[config.mk]
export PLATFORM = sky130hd
export DESIGN_NAME = dple_front
export DESIGN_NICKNAME = d
export VERILOG_FILES = /design/src/hw/rtl/dple_pkg.sv /design/src/hw/rtl/dple_front.sv
export SDC_FILE = /design/constraint.sdc
export NUM_CORES = 1
export LEC_CHECK = 0
export ABC_AREA = 0
export CORE_AREA = 5 5 42 44
export CTS_BUF_LIST = sky130_fd_sc_hd__clkbuf_8
export CTS_CLUSTER_SIZE = 10
export DETAILED_ROUTE_END_ITERATION = 7
export DIE_AREA = 0 0 47 49
export DONT_BUFFER_PORTS = 1
export GPL_TIMING_DRIVEN = 0
export SYNTH_ARGS = -nofsm -noshare
export SYNTH_HDL_FRONTEND = slang
export SYNTH_SLANG_ARGS = --single-unit
export TNS_END_PERCENT = 1
[constraint.sdc]
create_clock -name i_clk -period 1 [get_ports i_clk]
set_input_delay 0.2 -clock i_clk [delete_from_list [all_inputs] [get_ports i_clk]]
set_output_delay 0.2 -clock i_clk [all_outputs]
set_load 0.02 [all_outputs]
[src/hw/rtl/dple_pkg.sv]
// Shared codes, types and constants of the proof line encoder.
package dple_pkg;

    // Default widths and depths
    localparam int VAR_BITS_DEF   = 30;
    localparam int CMD_DEPTH_DEF  = 4;

    // Input function codes
    localparam logic [1:0] FUNC_ADD   = 2'd0;
    localparam logic [1:0] FUNC_DEL   = 2'd1;
    localparam logic [1:0] FUNC_EMPTY = 2'd2;
    localparam logic [1:0] FUNC_NONE  = 2'd3;

    // Line header codes
    localparam logic [1:0] HDR_NONE = 2'd0;
    localparam logic [1:0] HDR_ADD  = 2'd1;
    localparam logic [1:0] HDR_DEL  = 2'd2;

    // Register map
    localparam int          PADDR_W       = 3;
    localparam logic        REG_TEXT_MODE = 1'b0;

    // Characters
    localparam logic [7:0] CH_A     = 8'h61;
    localparam logic [7:0] CH_D     = 8'h64;
    localparam logic [7:0] CH_ZERO  = 8'h30;
    localparam logic [7:0] CH_NL    = 8'h0A;
    localparam logic [7:0] CH_SPACE = 8'h20;
    localparam logic [7:0] CH_MINUS = 8'h2D;
    localparam logic [7:0] CH_NUL   = 8'h00;

    // Divide by ten: q = (v * DIV10_MUL) >> DIV10_SHIFT, exact for v below 2**32
    localparam logic [31:0] DIV10_MUL   = 32'hCCCCCCCD;
    localparam int          DIV10_SHIFT = 35;
    localparam int          RADIX       = 10;

    // Control half of one queued command
    typedef struct packed {
        logic       is_empty;
        logic       text;
        logic [1:0] hdr;
        logic       neg;
        logic       last;
    } t_ctl;

    // Largest decimal digit count of a value of the given bit width
    function automatic int dec_digits(input int bits);
        longint v;
        int     n;
        v = (longint'(1) << bits) - longint'(1);
        n = 0;
        while (v != 0) begin
            v = v / RADIX;
            n = n + 1;
        end
        return n;
    endfunction

endpackage

[src/hw/rtl/dple_front.sv]
// Front end: accepts input transfers, tracks the open line, builds commands.
module dple_front #(
    parameter int VAR_BITS = dple_pkg::VAR_BITS_DEF
) (
    input  logic                i_clk,
    input  logic                i_rst_n,
    input  logic                i_text_mode,
    input  logic                i_valid,
    output logic                o_ready,
    input  logic [1:0]          i_func,
    input  logic [VAR_BITS-1:0] i_mapped_var,
    input  logic                i_negative,
    input  logic                i_last_literal,
    input  logic                i_full,
    output logic                o_push,
    output dple_pkg::t_ctl      o_ctl,
    output logic [VAR_BITS-1:0] o_var
);
    import dple_pkg::*;

    logic r_in_line;
    logic n_in_line;
    logic accept;

    assign o_ready = !i_full;
    assign accept  = i_valid && !i_full;
    assign o_push  = accept && (i_func != FUNC_NONE);
    assign o_var   = i_mapped_var;

    always_comb begin
        o_ctl.is_empty = (i_func == FUNC_EMPTY);
        o_ctl.text     = i_text_mode;
        o_ctl.neg      = i_negative;
        o_ctl.last     = i_last_literal;
        o_ctl.hdr      = HDR_NONE;
        n_in_line      = r_in_line;
        case (i_func)
            FUNC_EMPTY: begin
                // binary empty clause opens with 'a'; text has no header
                o_ctl.hdr = i_text_mode ? HDR_NONE : HDR_ADD;
                n_in_line = 1'b0;
            end
            FUNC_ADD: begin
                if (!r_in_line && !i_text_mode) begin
                    o_ctl.hdr = HDR_ADD;
                end
                n_in_line = !i_last_literal;
            end
            FUNC_DEL: begin
                if (!r_in_line) begin
                    o_ctl.hdr = HDR_DEL;
                end
                n_in_line = !i_last_literal;
            end
            default: begin
                n_in_line = r_in_line;
            end
        endcase
    end

    always_ff @(posedge i_clk) begin
        if (!i_rst_n) begin
            r_in_line <= 1'b0;
        end else if (accept) begin
            r_in_line <= n_in_line;
        end
    end

endmodule

**Word-level counts from Yosys, hierarchy flattened**

Index checks and enable logic that the tools add are counted.

- Bits in latches: 0
- RAM bits: 0
- Bits in registers: 1
- Output and inout bits: 38
- Memories: 0
- Input port bits: 39
- Bits in read-only memories: 0
- Logic and storage cells: 20

- Magnitude comparators: 0
- Bitwise logic cells: 0
- Equal/unequal tests: 3
- Multiply operators: 0
- Shifts and indexed selects: 0
- Div/mod/pow operators: 0
- Mux-type cells: 5
- $add $sub $neg: 0
- Reduce and logical (&&, ||, !) cells: 11

Operators with widths:

| operator | count |
|---|---|
| case mux 2 bit (3 select lines) | 1 |
| logical NOT 1 bit | 4 |
| logical AND 1 bit | 3 |
| equality test 2 x 1 -> 1 bit (second input constant) | 1 |
| equality test 2 bit (second input constant) | 1 |
| logical NOT 2 bit | 1 |
| 2-to-1 mux 1 bit | 2 |
| 2-to-1 mux 2 bit | 1 |
| inequality test 2 bit (second input constant) | 1 |
| case mux 1 bit (2 select lines) | 1 |
| AND reduction 2 bit | 1 |
| nonzero test 2 bit | 1 |
| OR reduction 2 bit | 1 |

**Depth between registers and ports, before layout**

- Word-level depth: 4
- Mapped depth: 3
- Mapped depth without buffers: 3

**Worst setup path after synthesis**

No wires, ideal clock.

- Path type: reg-to-output
- Start point: register r_in_line
- End point: output port o_ctl[2] (netlist name)
- Stages on the path, launching flop included: 2
- Slack: -0.046 ns
- Buffers on the path: 0
- Arrival time: 0.846 ns
- Cells stage by stage: dfxtp_1 > a211oi_1

RTL lines:

| element | line | RTL |
|---|---|---|
| start, declared | dple_front.sv:21 | `logic r_in_line;` |
| start signal, assigned | dple_front.sv:65 | `r_in_line <= n_in_line;` |
| end, declared | dple_front.sv:16 | `output dple_pkg::t_ctl o_ctl,` |

**Final worst setup path**

- Start point: input port i_full
- End point: register r_in_line

- Word-level cells in the longest chain between the ends: 3

Ends and longest elaborated chain:

| element | line | RTL |
|---|---|---|
| start, declared | dple_front.sv:14 | `input logic i_full,` |
| logical NOT 1 bit | dple_front.sv:26 | `assign accept = i_valid && !i_full;` |
| logical AND 1 bit | dple_front.sv:26 |  |
| AND reduction 2 bit (no line) | - |  |

No other way between the ends.
A chain may end at the register's enable or synchronous reset.

==> flow_summary.json <==
{
  "largest_reg_flops": 1,
  "grt_pass1_vias": 257,
  "swShare": 0.498,
  "power.density_nw_per_um2": 756,
  "nets": 85,
  "ys_seq_area_frac": 0.0604,
  "power_mw": 0.276,
  "cts_setup_buffers": 0,
  "netlist_area_um2": 332,
  "n_fill_cell": 155,
  "reg2reg_depth": 2,
  "via_per_inst": 4.23,
  "dp_hpwl_um": 890,
  "postSynthNetCount": 83,
  "critical_path_class": "in -> reg",
  "path_clk_slew_ps": 0,
  "pre_cts_ws_ps": -123,
  "status": "finished clean",
  "clock.fmax_mhz": 1020,
  "top_regs": "r_in_line x1",
  "synth_cell_types": 11,
  "cp_max_fo": 2,
  "drive_gt1_frac": 0.841,
  "min_path_type": "in -> reg",
  "p_int_mw": 0.139,
  "wl_um": 891,
  "combPwrFrac": 0.843,
  "grt_use_total": 0.0540,
  "grt_max_degree": 5,
  "top_register": "r_in_line",
  "die_y_um": 49,
  "drv_cap": 0,
  "finalClockSkew_ps": 0,
  "slew_viol_final": 0,
  "synth.area.mux_share": 0,
  "syn_to_final_growth_pct": 10.2,
  "crit_family": "simple AND/OR/NAND/NOR gates",
  "seq_power_share": 0.157,
  "die_w_um": 47,
  "wl_per_cell_um": 14.9,
  "tightest_slew_ps": 440,
  "cp_cell_sequence": "nand2b_4 -> or4b_1 -> o21ai_0",
  "finalHoldViolCount": 0,
  "ant_nets": 0,
  "crit_buf_inv": 0,
  "finalWeightedCongestion": 0.550,
  "grt_antenna_before_repair": 0,
  "placed_cell_area_um2": 352,
  "syn_area_per_cell_um2": 7.54,
  "synth-compound-area-share": 0.0528,
  "min_path_cells": 2,
  "required_ps": 920,
  "grt_first_pass_wirelength_um": 1000,
  "power_frac_clock": 0,
  "final_area_um2": 365,
  "ys_ff_latch": 1,
  "p_leak_nw": 0.200,
  "die_area_um2": 2300,
  "drtPass1Iterations": 1,
  "worst_hold_slack_ps": 357,
  "synthSimpleGateAreaFrac": 0.117,
  "ys_warn_count": 0,
  "power.net_switching_mw": 0.138,
  "start_util": 0.237,
  "cp.arrival_ps": 900,
  "period_needed_ps": 977,
  "mostFrequentLayoutCells": "33 x buf_4, 2 x inv_1",
  "vdd_drop_max_uv": 186,
  "cp_slowest_cell": "or4b_1",
  "io_pins": 77,
  "coreArea_um2": 1400,
  "drc": 0,
  "numPortBuffers": 0,
  "tns_ps": 0,
  "setup_viol": 0,
  "clk_latency_ps": 0,
  "worstSetupStartpointType": "primary input",
  "critical-path-max-stage-delay_ps": 490,
  "layout_commonest_cell": "buf_4",
  "hold_buffers": 0,
  "end_kind": "flip-flop",
  "fin_crit_sh": 0.977,
  "finalWorstSetupSlack_ps": 23.4,
  "synth_fa_ha_area_frac": 0,
  "synth_top_family_by_area": "buffers and inverters",
  "grt_overflow": 0,
  "path_depth": 3,
  "synth_xor_area_frac": 0,
  "num_rows": 14,
  "rsz0062_at_grt": "no",
  "max_slew_margin": 0.706,
  "drt_iter0_drc": 0,
  "antennaDiodeCount": 0,
  "syn_inst": 44,
  "vias": 254
}
## Yosys cell counts
cell | number | area share
o21ai_0 | 1 | 0.015
nand2_1 | 1 | 0.011
inv_1 | 2 | 0.023
a21oi_1 | 1 | 0.015
nand2b_4 | 1 | 0.041
nor3b_1 | 1 | 0.023
nor2_1 | 1 | 0.011
dfxtp_1 | 1 | 0.060
or4b_1 | 1 | 0.030
a211oi_1 | 1 | 0.023
buf_4 | 33 | 0.75
## stage by stage
step | utilization | std cells
detailed placement | 0.251 | 60
CTS | 0.261 | 60
global placement | 0.251 | 60
floorplan | - | 44
global route | 0.261 | 60
finish | 0.261 | 60
## area by class of cell
cell class	count	area (um^2)	share of cell area
inverters	2	7.51	0.0205
plain buffers	33	248	0.678
well taps	16	20.0	0.0548
flip-flops and latches	1	20.0	0.0548
multi-input cells	8	70.1	0.192
## metal layers
layer | part of all wire | global-route usage | routed length, um
met5 | 0 | 0 | 0
met2 | 0.52 | 0.109 | 459
met3 | 0.24 | 0.00369 | 212
met1 | 0.25 | 0.0609 | 219
met4 | 0 | 0 | 0
## cells by family after synthesis
logic type | count (synthesis)
flip-flops | 1
AO/OA/AOI/OAI | 3
buffers and inverters | 35
AND/OR/NAND/NOR | 5
## repair_timing
item | CTS | global route
gates resized for setup | 3 | 0
endpoints found under the hold margin | 0 | 0
endpoints found under the setup margin | 3 | 0
## path summary, 6_finish.rpt
check | from | end | slack, ps
min reg2reg | r_in_line | r_in_line | 500
min | i_rst_n | r_in_line | 360
max | i_full | r_in_line | 20
max reg2reg | r_in_line | r_in_line | 380
## power groups by stage
stage | combinational [mW] | sequential, mW | clock (mW)
floorplan | 0.220 | 0.0428 | 0
global placement | 0.232 | 0.0430 | 0
detailed placement | 0.233 | 0.0431 | 0
CTS | 0.236 | 0.0435 | 0
global route | 0.244 | 0.0436 | 0
finish | 0.233 | 0.0435 | 0
Power figures use the tool's default switching activity.
