==> config.mk <==
export PLATFORM = sky130hd
export DESIGN_NAME = dple_fifo
export DESIGN_NICKNAME = d
export VERILOG_FILES = /design/src/hw/rtl/dple_pkg.sv /design/src/hw/rtl/dple_fifo.sv
export SDC_FILE = /design/constraint.sdc
export NUM_CORES = 1
export LEC_CHECK = 0
export BUFFER_PORTS_ARGS = -buffer_cell sky130_fd_sc_hd__buf_2
export CAP_MARGIN = 30
export CORE_UTILIZATION = 55
export CTS_CLUSTER_DIAMETER = 40
export DETAILED_ROUTE_END_ITERATION = 12
export MAX_ROUTING_LAYER = met4
export PLACE_DENSITY = 0.83
export REMOVE_ABC_BUFFERS = 1
export SLEW_MARGIN = 0
export SYNTH_ARGS = -nofsm -noshare
export SYNTH_HDL_FRONTEND = slang
export SYNTH_SLANG_ARGS = --single-unit
export TNS_END_PERCENT = 100
==> constraint.sdc <==
create_clock -name i_clk -period 3.04 [get_ports i_clk]
set_clock_uncertainty 0.1 [all_clocks]
set_input_delay 0.304 -clock i_clk [delete_from_list [all_inputs] [get_ports i_clk]]
set_output_delay 0.304 -clock i_clk [all_outputs]
set_load 0.01 [all_outputs]
==> src/hw/rtl/dple_pkg.sv <==
// Shared codes, types and constants of the proof line encoder.
package dple_pkg;

    // Default widths and depths
    localparam int VAR_BITS_DEF   = 30;
    localparam int CMD_DEPTH_DEF  = 4;

    // Input function codes
    localparam logic [1:0] FUNC_ADD   = 2'd0;
    localparam logic [1:0] FUNC_DEL   = 2'd1;
    localparam logic [1:0] FUNC_EMPTY = 2'd2;
    localparam logic [1:0] FUNC_NONE  = 2'd3;

    // Line header codes
    localparam logic [1:0] HDR_NONE = 2'd0;
    localparam logic [1:0] HDR_ADD  = 2'd1;
    localparam logic [1:0] HDR_DEL  = 2'd2;

    // Register map
    localparam int          PADDR_W       = 3;
    localparam logic        REG_TEXT_MODE = 1'b0;

    // Characters
    localparam logic [7:0] CH_A     = 8'h61;
    localparam logic [7:0] CH_D     = 8'h64;
    localparam logic [7:0] CH_ZERO  = 8'h30;
    localparam logic [7:0] CH_NL    = 8'h0A;
    localparam logic [7:0] CH_SPACE = 8'h20;
    localparam logic [7:0] CH_MINUS = 8'h2D;
    localparam logic [7:0] CH_NUL   = 8'h00;

    // Divide by ten: q = (v * DIV10_MUL) >> DIV10_SHIFT, exact for v below 2**32
    localparam logic [31:0] DIV10_MUL   = 32'hCCCCCCCD;
    localparam int          DIV10_SHIFT = 35;
    localparam int          RADIX       = 10;

    // Control half of one queued command
    typedef struct packed {
        logic       is_empty;
        logic       text;
        logic [1:0] hdr;
        logic       neg;
        logic       last;
    } t_ctl;

    // Largest decimal digit count of a value of the given bit width
    function automatic int dec_digits(input int bits);
        longint v;
        int     n;
        v = (longint'(1) << bits) - longint'(1);
        n = 0;
        while (v != 0) begin
            v = v / RADIX;
            n = n + 1;
        end
        return n;
    endfunction

endpackage

==> src/hw/rtl/dple_fifo.sv <==
// Short command queue between the front and back ends.
module dple_fifo #(
    parameter int WIDTH = 8,
    parameter int DEPTH = dple_pkg::CMD_DEPTH_DEF
) (
    input  logic             i_clk,
    input  logic             i_rst_n,
    input  logic             i_push,
    input  logic [WIDTH-1:0] i_data,
    output logic             o_full,
    input  logic             i_pop,
    output logic             o_valid,
    output logic [WIDTH-1:0] o_data
);
    localparam int PTR_W = (DEPTH > 1) ? $clog2(DEPTH) : 1;
    localparam int CNT_W = $clog2(DEPTH + 1);

    logic [WIDTH-1:0] r_mem [DEPTH];
    logic [PTR_W-1:0] r_wr;
    logic [PTR_W-1:0] r_rd;
    logic [CNT_W-1:0] r_cnt;
    logic             do_push;
    logic             do_pop;

    assign o_full  = (r_cnt == CNT_W'(DEPTH));
    assign o_valid = (r_cnt != '0);
    assign o_data  = r_mem[r_rd];
    assign do_push = i_push && !o_full;
    assign do_pop  = i_pop && o_valid;

    always_ff @(posedge i_clk) begin
        if (do_push) begin
            r_mem[r_wr] <= i_data;
        end
    end

    always_ff @(posedge i_clk) begin
        if (!i_rst_n) begin
            r_wr  <= '0;
            r_rd  <= '0;
            r_cnt <= '0;
        end else begin
            if (do_push) begin
                r_wr <= (r_wr == PTR_W'(DEPTH - 1)) ? '0 : r_wr + 1'b1;
            end
            if (do_pop) begin
                r_rd <= (r_rd == PTR_W'(DEPTH - 1)) ? '0 : r_rd + 1'b1;
            end
            if (do_push && !do_pop) begin
                r_cnt <= r_cnt + 1'b1;
            end else if (do_pop && !do_push) begin
                r_cnt <= r_cnt - 1'b1;
            end
        end
    end

endmodule

# --- Word level (Yosys, flattened, before mapping) ---
# Memories as Yosys holds them, arrays and structs flattened. A register that Yosys moved wholly into a read port is not among the register bits.
# Cells that the tools add are included.
classes:
  addsub: 4
  n_eq_ne: 3
  mux: 8
  reduce_logical: 9
op_table:
  columns: ["operator", "count"]
  rows:
  - ["$mux W2", 4]
  - ["$mux W3", 2]
  - ["$add A2 B1 Y2 const B", 2]
  - ["$eq A2 B2 Y1 const B", 2]
  - ["$logic_and A1 B1 Y1", 4]
  - ["$add A3 B1 Y3 const B", 1]
  - ["$eq A3 B3 Y1 const B", 1]
  - ["$logic_not A1 Y1", 3]
  - ["$reduce_bool A3 Y1", 1]
  - ["$sub A3 B1 Y3 const B", 1]
  - ["$mux W1", 2]
  - ["$reduce_bool A2 Y1", 1]
word_totals:
  register_bits: 7
  ramBits: 32
  input_bits: 12
  output_inout_bits: 10
  word_cells: 28
  n_memories: 1
memory_table:
  columns: ["memory", "depth", "word_bits", "rd", "rd_ports_with_merged_regs", "wr", "line", "text"]
  rows:
  - ["r_mem", 4, 8, 1, 1, 1, "dple_fifo.sv:18", "logic [WIDTH-1:0] r_mem [DEPTH];"]

# --- Depth between registers and ports, before layout ---
# Gate-level depths: netlist of run 1.
depth:
  depth_word: 7
  mapped_depth: 9
  depth_no_buf: 8

# --- Worst setup path after synthesis of run 1 ---
# No wires, ideal clock.
synth_path:
  path_type: "reg-to-reg"
  startpoint: "register r_cnt[0]"
  endpoint: "register r_cnt[2]"
  setup_time_ns: 0.076
  arrival_ns: 2.014
  required_time_ns: 2.864
  slack_ns: 0.851
  path_stages_with_launch: 8
  n_path_buf: 0
  period_less_slack_ns: 2.189
  path_cell_list: "dfxtp_1 -> o31ai_1 -> ha_1 -> inv_1 -> fa_1 -> xor2_1 -> or3_1 -> a21boi_0"
synth_between:
  elab_chain_cells: 6
  elab_cells_between_ends: 14
  classes_between: "add/sub (2); eq/ne (1); mux (2); reduce/logical (9)"
synth_lines:
  columns: ["item", "line", "text"]
  rows:
  - ["from (decl)", "dple_fifo.sv:21", "logic [CNT_W-1:0] r_cnt;"]
  - ["from (signal assigned)", "dple_fifo.sv:50", "r_cnt <= r_cnt + 1'b1;"]
  - ["from (signal assigned)", "dple_fifo.sv:52", "r_cnt <= r_cnt - 1'b1;"]
  - ["parallel branches: the longest is 6 deep, another holds $sub A3 B1 Y3", null, null]
# Several ways; the timed one is not identified. The select of a mux whose other input is x is not followed.
# A chain may end at the register's enable or synchronous reset.

# --- Final worst setup path of run 1 ---
# Ends and elaborated chain as after synthesis.

==> results of run 1 <==
-- registers in the layout, summed over array words and instances, names as in the netlist, named ones only --
name / cells
r_mem: 32
r_cnt: 3
r_rd: 2
r_wr: 2
-- worst max-delay path, delay by kind of cell, from the launching register on --
| family | cells | cell delay, ps |
|---|---|---|
| AO/OA/AOI/OAI | 2 | 720 |
| XOR/XNOR | 1 | 160 |
| flip-flops | 1 | 400 |
| buffers and inverters | 1 | 70 |
| AND/OR/NAND/NOR | 1 | 310 |
| adder cells (fa/ha/maj) | 2 | 690 |
-- routing by layer --
layer	wire length, µm	GRT usage, %
met5	0	-
met4	41	7.67
met3	105	7.83
met2	1360	32.3
met1	998	20.1
-- area by class of cell --
cell class	instances	area (µm²)	share of cell area, %
sequential	41	1140	63.0
timing repair buffer	21	105	5.81
clock buffer	6	41.3	2.28
multi-input combinational	45	463	25.6
inverter	3	11.3	0.622
tap	31	38.8	2.14
clock inverter	2	10.0	0.553
-- power groups by stage --
stage	Sequential, W	Combinational (W)	Clock [W]
6_report	0.000767	0.000364	0.000245
5_1_grt	0.000780	0.000402	0.000275
4_1_cts	0.000770	0.000369	0.000255
3_5_place_dp	0.000783	0.000367	0
3_3_place_gp	0.000771	0.000346	0
2_1_floorplan	0.000757	0.000256	0
-- per-stage QoR --
| stage | cells | hold slack, ps | util, % | instance area (µm²) | power (W) |
|---|---|---|---|---|---|
| 6_report | 149 | 77.5 | 65.1 | 1810 | 0.00138 |
| 5_1_grt | 149 | 49.0 | 65.1 | 1810 | 0.00146 |
| 4_1_cts | 149 | 55.9 | 65.1 | 1810 | 0.00140 |
| 3_5_place_dp | 141 | 422 | 63.2 | 1760 | 0.00115 |
| 3_3_place_gp | 141 | 383 | 63.2 | 1760 | 0.00112 |
| 2_1_floorplan | 89 | 303 | - | 1620 | 0.00101 |
-- how the worst max path moves through the flow --
stage / cells after the start / to
2_1_floorplan: 8 / r_cnt[2]
3_3_place_gp: 8 / r_cnt[2]
3_5_place_dp: 7 / r_cnt[2]
4_1_cts: 8 / r_cnt[2]
5_1_grt: 8 / r_cnt[2]
6_report: 7 / r_cnt[2]
-- logic make-up after synthesis --
family                     share of synthesized area [%]
buffers and inverters                               1.76
and+or+nand+nor                                     6.74
xor gates and xnor gates                            1.07
DFF                                                 69.9
muxes                                               12.9
AOI/OAI and AO/OA                                   1.84
adders and majority gates                           5.82
-- placed cells by master, fill, tap and decap left out --
master / synthesis / layout
buf_2: 2 / 21
o21ai_0: 3 / 3
nand2_1: 6 / 6
clkbuf_4: 0 / 5
nand3_1: 2 / 2
o31ai_1: 1 / 1
nor3b_2: 1 / 1
ha_1: 6 / 6
nor2_1: 2 / 2
mux4_2: 8 / 8
and2_1: 5 / 5
or3_1: 1 / 1
mux2i_1: 3 / 3
clkinv_2: 0 / 2
clkbuf_1: 1 / 1
dfxtp_1: 9 / 9
xnor2_1: 1 / 1
or3_2: 1 / 1
edfxtp_1: 32 / 32
fa_1: 1 / 1
inv_1: 3 / 3
xor2_1: 1 / 1
nor2b_1: 2 / 2
a21boi_0: 1 / 1
==> impl_results.md, run 1 <==
- Status: complete, no violations
- Final slew viol count: 0
- DPL Wire Length: 1.84 mm
- Final WL: 2.51 mm
- Pre-CTS setup slack: 550 ps
- Synth top area share: 58.9%
- Worst-margin pin slew: 593 ps
- Worst slew margin: 60.1%
- Power Density: 760 nW/µm²
- Vias in the first global route: 893
- Die height: 56.5 µm
- Internal power: 0.000971 W
- Cts bufs inserted: 5
- Detailed-route wire length per cell: 16.8 µm
- Pin count of the biggest net entering global routing: 13
- Worst path slowest cell: o31ai_1
- Post-synth EDFFs: 32
- Most used DFF post-synth: edfxtp_1
- Cell with the most instances after synthesis: edfxtp_1
- Root buffer cell: clkbuf_4
- CTS tree: built
- Via count: 826
- DR vias/cell: 5.54
- # H-tree levels: 2
- IO Pins: 22
- Initial antenna violation count: 0
- Synthesized flop and latch total: 41
- Post-synthesis cell count: 93
- Drt first pass iters: 4
- Clock sinks: 41
- Combinational fraction of design power: 26.4%
- Hold WC Path Type: in -> reg
- Sequential Power Share: 55.7%
- Minimum clock period: 2520 ps
- Max IR drop VDD: 0.717 mV
- Cell Area, Synth: 1630 µm²
- R2R depth: 7
- Crit Path Max Fanout: 5
- PortBufs: 21
- Yosys warns: 0
- Layout cells sized above 1: 32.2%
- # DRC: 0
- Hold path endpoint: r_mem[0][7]
- Async SR Flop Fraction: 0%
- ANT nets after route: 0
- First DRT Iteration DRCs: 23
- Top cells by area, synth: edfxtp_1, dfxtp_1, mux4_2
- CP Launch Type: flip-flop
- Reg2reg end: r_cnt[2]
- Final nets: 136
- Clock network fraction of total power: 17.8%
- Final antenna diode count: 0
- Initial Util: 58.7%
- Layout area overhead: 10.9%
- First-pass GRT wire length: 4.13 mm
- Flop-to-flop setup slack: 520 ps
- # Max-Cap Violations: 0
- Post-cts resize count: 0
- CP max stage delay: 560 ps
- Critical path class: reg -> reg
- Sw Pwr: 0.000406 W
- Leak pwr: 0.666 nW
- Congestion Overflow GR: 0
- GRT Total Usage: 19.3%
- Worst skew pair latency: 340 ps
- CTS max path bufs: 2
- Cell variety after synth: 23
- Setup TNS: 0 ps
- Postcts setup bufs: 0
- Crit path DAT: 2700 ps
- RSZ-0062 raised after global routing: no
- Required time worst endpoint: 3220 ps
- Final setup margin: 519 ps
- Crit. End Element: flip-flop
- Core area: 2780 µm²
- Post-route clock period utilization: 82.9%
- Critical path startpoint: r_cnt[0]
- Num rows: 19
- Register area share after synthesis: 69.9%
- Area leader, netlist: edfxtp_1
- Final setup fails: 0
- Fmax achieved: 397 MHz
- Final estimated routing congestion in global placement: 0.679
- Width of the die: 56.5 µm
- Final Hold Fails: 0
- Die area: 3190 µm²
- Sw frac: 29.5%
- CTS clk-pin slew, worst paths: 110 ps
- Avg Inst Size Synth: 17.6 µm²
- # hold bufs at CTS: 0
- Min-delay src: i_data[7]
- Critical R2R Launch: r_cnt[0]
- Layout fillers: 195
- Hold path depth: 1
- Post-synth top cells: edfxtp_1, dfxtp_1, mux4_2
- Critical path, cell by cell: o31ai_1, ha_1, inv_1, fa_1, xor2_1, or3_1, a21boi_0
(Power assumes the default switching activity.)
==> inputs of run 2 (changes only) <==
==> constraint.sdc (replaced) <==
create_clock -name i_clk -period 2.6 [get_ports i_clk]
set_clock_uncertainty 0.1 [all_clocks]
set_input_delay 0.26 -clock i_clk [delete_from_list [all_inputs] [get_ports i_clk]]
set_output_delay 0.26 -clock i_clk [all_outputs]
set_load 0.01 [all_outputs]
==> run 2 against run 1 <==
  * Critical path type unchanged
  * Via count rose by 3.6%
  * Cell count increased by 1.3%
  * Design area increased by 1.2%
  * Routed wire length rose by 3.0%
  * Combinational power up 22%
  * Setup slack got worse by 180 ps
  * Critical endpoint unchanged
  * Count of clock-buffer cells in the layout is 2 higher
==> impl_results.md, run 2 (synthesis gave the netlist of run 1 again) <==
- CTS max path bufs: 2
- Num rows: 19
- Pin count of the biggest net entering global routing: 13
- Width of the die: 56.5 µm
- DR vias/cell: 5.67
- Detailed-route wire length per cell: 17.1 µm
- Layout fillers: 197
- Required time worst endpoint: 2770 ps
- Via count: 856
- Post-Route Utilization: 65.9%
- Drt first pass iters: 4
- Final estimated routing congestion in global placement: 0.669
- Minimum clock period: 2260 ps
- PortBufs: 21
- Setup TNS: 0 ps
- Final instance area: 1830 µm²
- # hold bufs at CTS: 0
- Largest regs: r_mem (32), r_cnt (3)
- Post-route clock period utilization: 87.0%
- Critical path class: reg -> reg
- Critical path, cell by cell: o31ai_1, ha_1, inv_1, fa_1, xor2_1, or3_1, a21boi_0
- First DRT Iteration DRCs: 35
- CTS tree: built
- Commonest non-fill, non-tap cells in the layout: edfxtp_1, buf_2, dfxtp_1
- DPL Wire Length: 1.87 mm
- Core area: 2780 µm²
- Die area: 3190 µm²
- Initial Util: 58.7%
- Most common cell after layout, fill and taps aside: edfxtp_1
- First-pass GRT wire length: 4.16 mm
- Crit Path Max Fanout: 5
- Crit path DAT: 2430 ps
- Vias in the first global route: 908
- Final WL: 2.58 mm
- Final nets: 138
- Congestion Overflow GR: 0
- CP Launch Type: flip-flop
- Layout area overhead: 12.3%
- Final slew viol count: 0
- Initial antenna violation count: 0
- Placed cell area: 1770 µm²
- # Max-Cap Violations: 0
- Power Density: 900 nW/µm²
- Worst skew pair latency: 340 ps
- Post-cts resize count: 0
- Pre-CTS setup slack: 354 ps
- Worst path slowest cell: dfxtp_1
- Final Hold Fails: 0
- Crit. End Element: flip-flop
- Leak pwr: 0.676 nW
- Layout cells sized above 1: 32.5%
- IO Pins: 22
- Clock sinks: 41
- # DRC: 0
- Final setup fails: 0
- GRT Total Usage: 19.4%
- Max IR drop VDD: 0.804 mV
- Hold WC Path Type: in -> reg
- Worst slew margin: 64.0%
- Max reg flops: 32
- CTS clk-pin slew, worst paths: 110 ps
- Final setup margin: 337 ps
- CP max stage delay: 380 ps
- Status: complete, no violations
- Worst-margin pin slew: 539 ps
- Root buffer cell: clkbuf_4
- RSZ-0062 raised after global routing: no
- Largest Register: r_mem
- ANT nets after route: 0
- Postcts setup bufs: 0
- Fmax achieved: 442 MHz
- Final antenna diode count: 0
- Die height: 56.5 µm
- Cts bufs inserted: 5
- # H-tree levels: 2
[run 2: routing by layer]
metal | up-vias | global-route usage (%) | share of wire (%)
li1 | 401 | - | -
met1 | 430 | 20.7 | 39
met2 | 21 | 30.3 | 55
met3 | 4 | 8.29 | 5.0
met4 | 0 | 11.1 | 1.2
met5 | - | - | 0
[run 2: per-stage QoR]
step	cells	hold slack, ps	power [W]
2_1_floorplan	89	259	0.00118
3_3_place_gp	143	374	0.00132
3_5_place_dp	143	377	0.00136
4_1_cts	151	18.4	0.00167
5_1_grt	151	11.5	0.00174
6_report	151	28.9	0.00165
[run 2: worst paths after layout]
path	to	from	cells past startpoint	slack, ps
setup / recovery	r_cnt[2]	r_cnt[1]	7	340
hold / removal	r_mem[2][0]	i_data[0]	1	30
setup reg to reg	r_cnt[2]	r_cnt[1]	7	340
hold reg to reg	r_wr[1]	r_wr[1]	2	410
[run 2: where the power goes]
part	switching (W)	internal [W]	leakage, nW
Clock	0.000179	0.000133	0.0326
Combinational	0.000207	0.000237	0.276
Sequential	0.0000877	0.000806	0.367
Total	0.000473	0.00118	0.676
[run 2: layout make-up]
cell class / instances / area (µm²) / area share, %
Clock buffer: 8 / 58.8 / 3.21
Multi-Input combinational cell: 45 / 463 / 25.3
Tap cell: 31 / 38.8 / 2.12
Timing Repair Buffer: 23 / 120 / 6.55
Inverter: 3 / 11.3 / 0.614
Sequential cell: 41 / 1140 / 62.3
[run 2: worst max-delay path, delay by kind of cell (launching register included)]
kind | cells | cell delay (ps)
AO/OA/AOI/OAI | 2 | 530
XOR/XNOR | 1 | 170
adder cells (fa/ha/maj) | 2 | 630
buffers and inverters | 1 | 70
flip-flops | 1 | 380
AND/OR/NAND/NOR | 1 | 310
==> inputs of run 3 (changes only) <==
--- a/config.mk
+++ b/config.mk
@@ -7,6 +7,7 @@
 export LEC_CHECK = 0
 export BUFFER_PORTS_ARGS = -buffer_cell sky130_fd_sc_hd__buf_2
 export CAP_MARGIN = 30
+export CORE_MARGIN = 2
 export CORE_UTILIZATION = 55
 export CTS_CLUSTER_DIAMETER = 40
 export DETAILED_ROUTE_END_ITERATION = 12
@@ -17,4 +18,3 @@
 export SYNTH_ARGS = -nofsm -noshare
 export SYNTH_HDL_FRONTEND = slang
 export SYNTH_SLANG_ARGS = --single-unit
-export TNS_END_PERCENT = 100
==> run 3 against run 2 <==
  * Via count decreased by 0.58%
  * Hold slack improved by 4.0 ps
  * Maximum frequency down 0.82%
  * Routed wire length down 2.2%
  * Flip-flop and latch count unchanged
  * Setup slack got worse by 19 ps
  * Global-route usage fell by 1.6 points
  * Critical path depth is the same
  * Utilization increased by 1.6 points
  * Largest cell class unchanged
  * Largest power group unchanged
==> impl_results.md, run 3 (synthesis gave the netlist of run 1 again) <==
- Placed cell area: 1770 µm²
- # Max-Cap Violations: 0
- Sw Pwr: 0.000483 W
- Pin count of the biggest net entering global routing: 14
- Layout area overhead: 14.9%
- Final Hold Fails: 0
- Crit path DAT: 2450 ps
- First DRT Iteration DRCs: 23
- # H-tree levels: 2
- Cts bufs inserted: 5
- Final WL: 2.52 mm
- Core area: 2780 µm²
- RSZ-0062 raised after global routing: no
- Internal power: 0.00134 W
- CP Launch Type: flip-flop
- Final nets: 138
- ANT nets after route: 0
- Status: complete, no violations
- Met2 usage: 30.8%
- Worst slew margin: 64.9%
- Congestion Overflow GR: 0
- Die height: 58.5 µm
- Die area: 3420 µm²
- Worst-margin pin slew: 525 ps
- CTS max path bufs: 2
- GR peak layer: met2
- Min-delay src: i_data[7]
- GRT Total Usage: 17.9%
- Post-route clock period utilization: 87.8%
- # DRC: 0
- Minimum clock period: 2280 ps
- Vias in the first global route: 906
- Fmax achieved: 438 MHz
- Post-cts resize count: 0
- Critical path startpoint: r_cnt[1]
- Clock network fraction of total power: 27.2%
- DR vias/cell: 5.64
- Largest regs: r_mem (32), r_cnt (3)
- Via count: 851
- Worst path slowest cell: dfxtp_1
- Met3 global-route usage: 5.27%
- Width of the die: 58.5 µm
- Critical R2R Launch: r_cnt[1]
- DPL Wire Length: 1.77 mm
- IO Pins: 22
- Final setup fails: 0
- Layout fillers: 193
- Initial Util: 58.7%
- Leak pwr: 0.699 nW
- Final estimated routing congestion in global placement: 0.754
- Detailed-route wire length per cell: 16.7 µm
- Critical path class: reg -> reg
- Commonest non-fill, non-tap cells in the layout: edfxtp_1, buf_2, dfxtp_1
- Power Density: 970 nW/µm²
- Max IR drop VDD: 0.792 mV
- First-pass GRT wire length: 4.17 mm
- Max reg flops: 32
- Initial antenna violation count: 0
- Postcts setup bufs: 0
- Layout cells sized above 1: 34.2%
- PortBufs: 21
- CP max stage delay: 380 ps
- Most common cell after layout, fill and taps aside: edfxtp_1
- Critical path, cell by cell: o31ai_1, ha_1, inv_1, fa_1, xor2_1, or3_1, a21boi_0
- Pwr Total: 0.00182 W
- Clock sinks: 41
- Final slew viol count: 0
- Largest Register: r_mem
- Root buffer cell: clkbuf_4
- Routing usage on met1: 18.4%
- Final antenna diode count: 0
- Required time worst endpoint: 2770 ps
- Fin cells: 151
- Crit Path Max Fanout: 5
- CTS tree: built
- Final instance area: 1880 µm²
- Setup TNS: 0 ps
- Drt first pass iters: 4
- Sequential Power Share: 49.0%
- CTS clk-pin slew, worst paths: 120 ps
- Num rows: 19
- Hold WC Path Type: in -> reg
- Crit. End Element: flip-flop
- DP Cell Count: 143
- # hold bufs at CTS: 0
- Post-Route Utilization: 67.5%
- Combinational fraction of design power: 23.8%
- Worst skew pair latency: 340 ps
- Sw frac: 26.5%
[run 3: final timing paths]
check | to | slack, ps | cells after the start
setup / recovery | r_cnt[2] | 320 | 7
hold / removal | r_mem[0][7] | 30 | 1
setup reg to reg | r_cnt[2] | 320 | 7
hold reg to reg | r_wr[1] | 410 | 2
[run 3: power by group through the flow]
stage | clock (W) | combinational [W] | sequential (W)
finish | 0.000495 | 0.000433 | 0.000893
global route | 0.000524 | 0.000479 | 0.000909
CTS | 0.000506 | 0.000439 | 0.000897
detailed placement | 0 | 0.000437 | 0.000910
global placement | 0 | 0.000417 | 0.000902
floorplan | 0 | 0.000299 | 0.000885
[run 3: cell type report]
class                           instances  area, µm²  share of cell area, %
Clock buffer                            5       37.5                   2.00
Inverter                                3       11.3                  0.600
Tap cell                               31       38.8                   2.07
Sequential cell                        41       1140                   60.8
Timing Repair Buffer                   23        120                   6.40
Multi-Input combinational cell         45        463                   24.7
Clock inverter                          3       65.1                   3.47
[run 3: metrics by stage]
| stage | setup slack (ps) | hold WS [ps] |
|---|---|---|
| floorplan | 369 | 259 |
| global placement | 526 | 370 |
| detailed placement | 310 | 383 |
| CTS | 308 | 8.63 |
| global route | 141 | 9.57 |
| finish | 318 | 32.9 |
[run 3: worst max-delay path, delay by kind of cell (launching register included)]
kind	cells	cell delay (ps)
flops	1	380
fa+ha+maj	2	650
simple gates	1	310
buf+inv	1	70
xor+xnor	1	170
compound gates	2	530
[run 3: per-layer routing]
layer / share of wire, % / wire (µm)
met1: 41 / 1030
met2: 53 / 1330
met3: 5.0 / 126
met4: 1.3 / 34
met5: 0 / 0
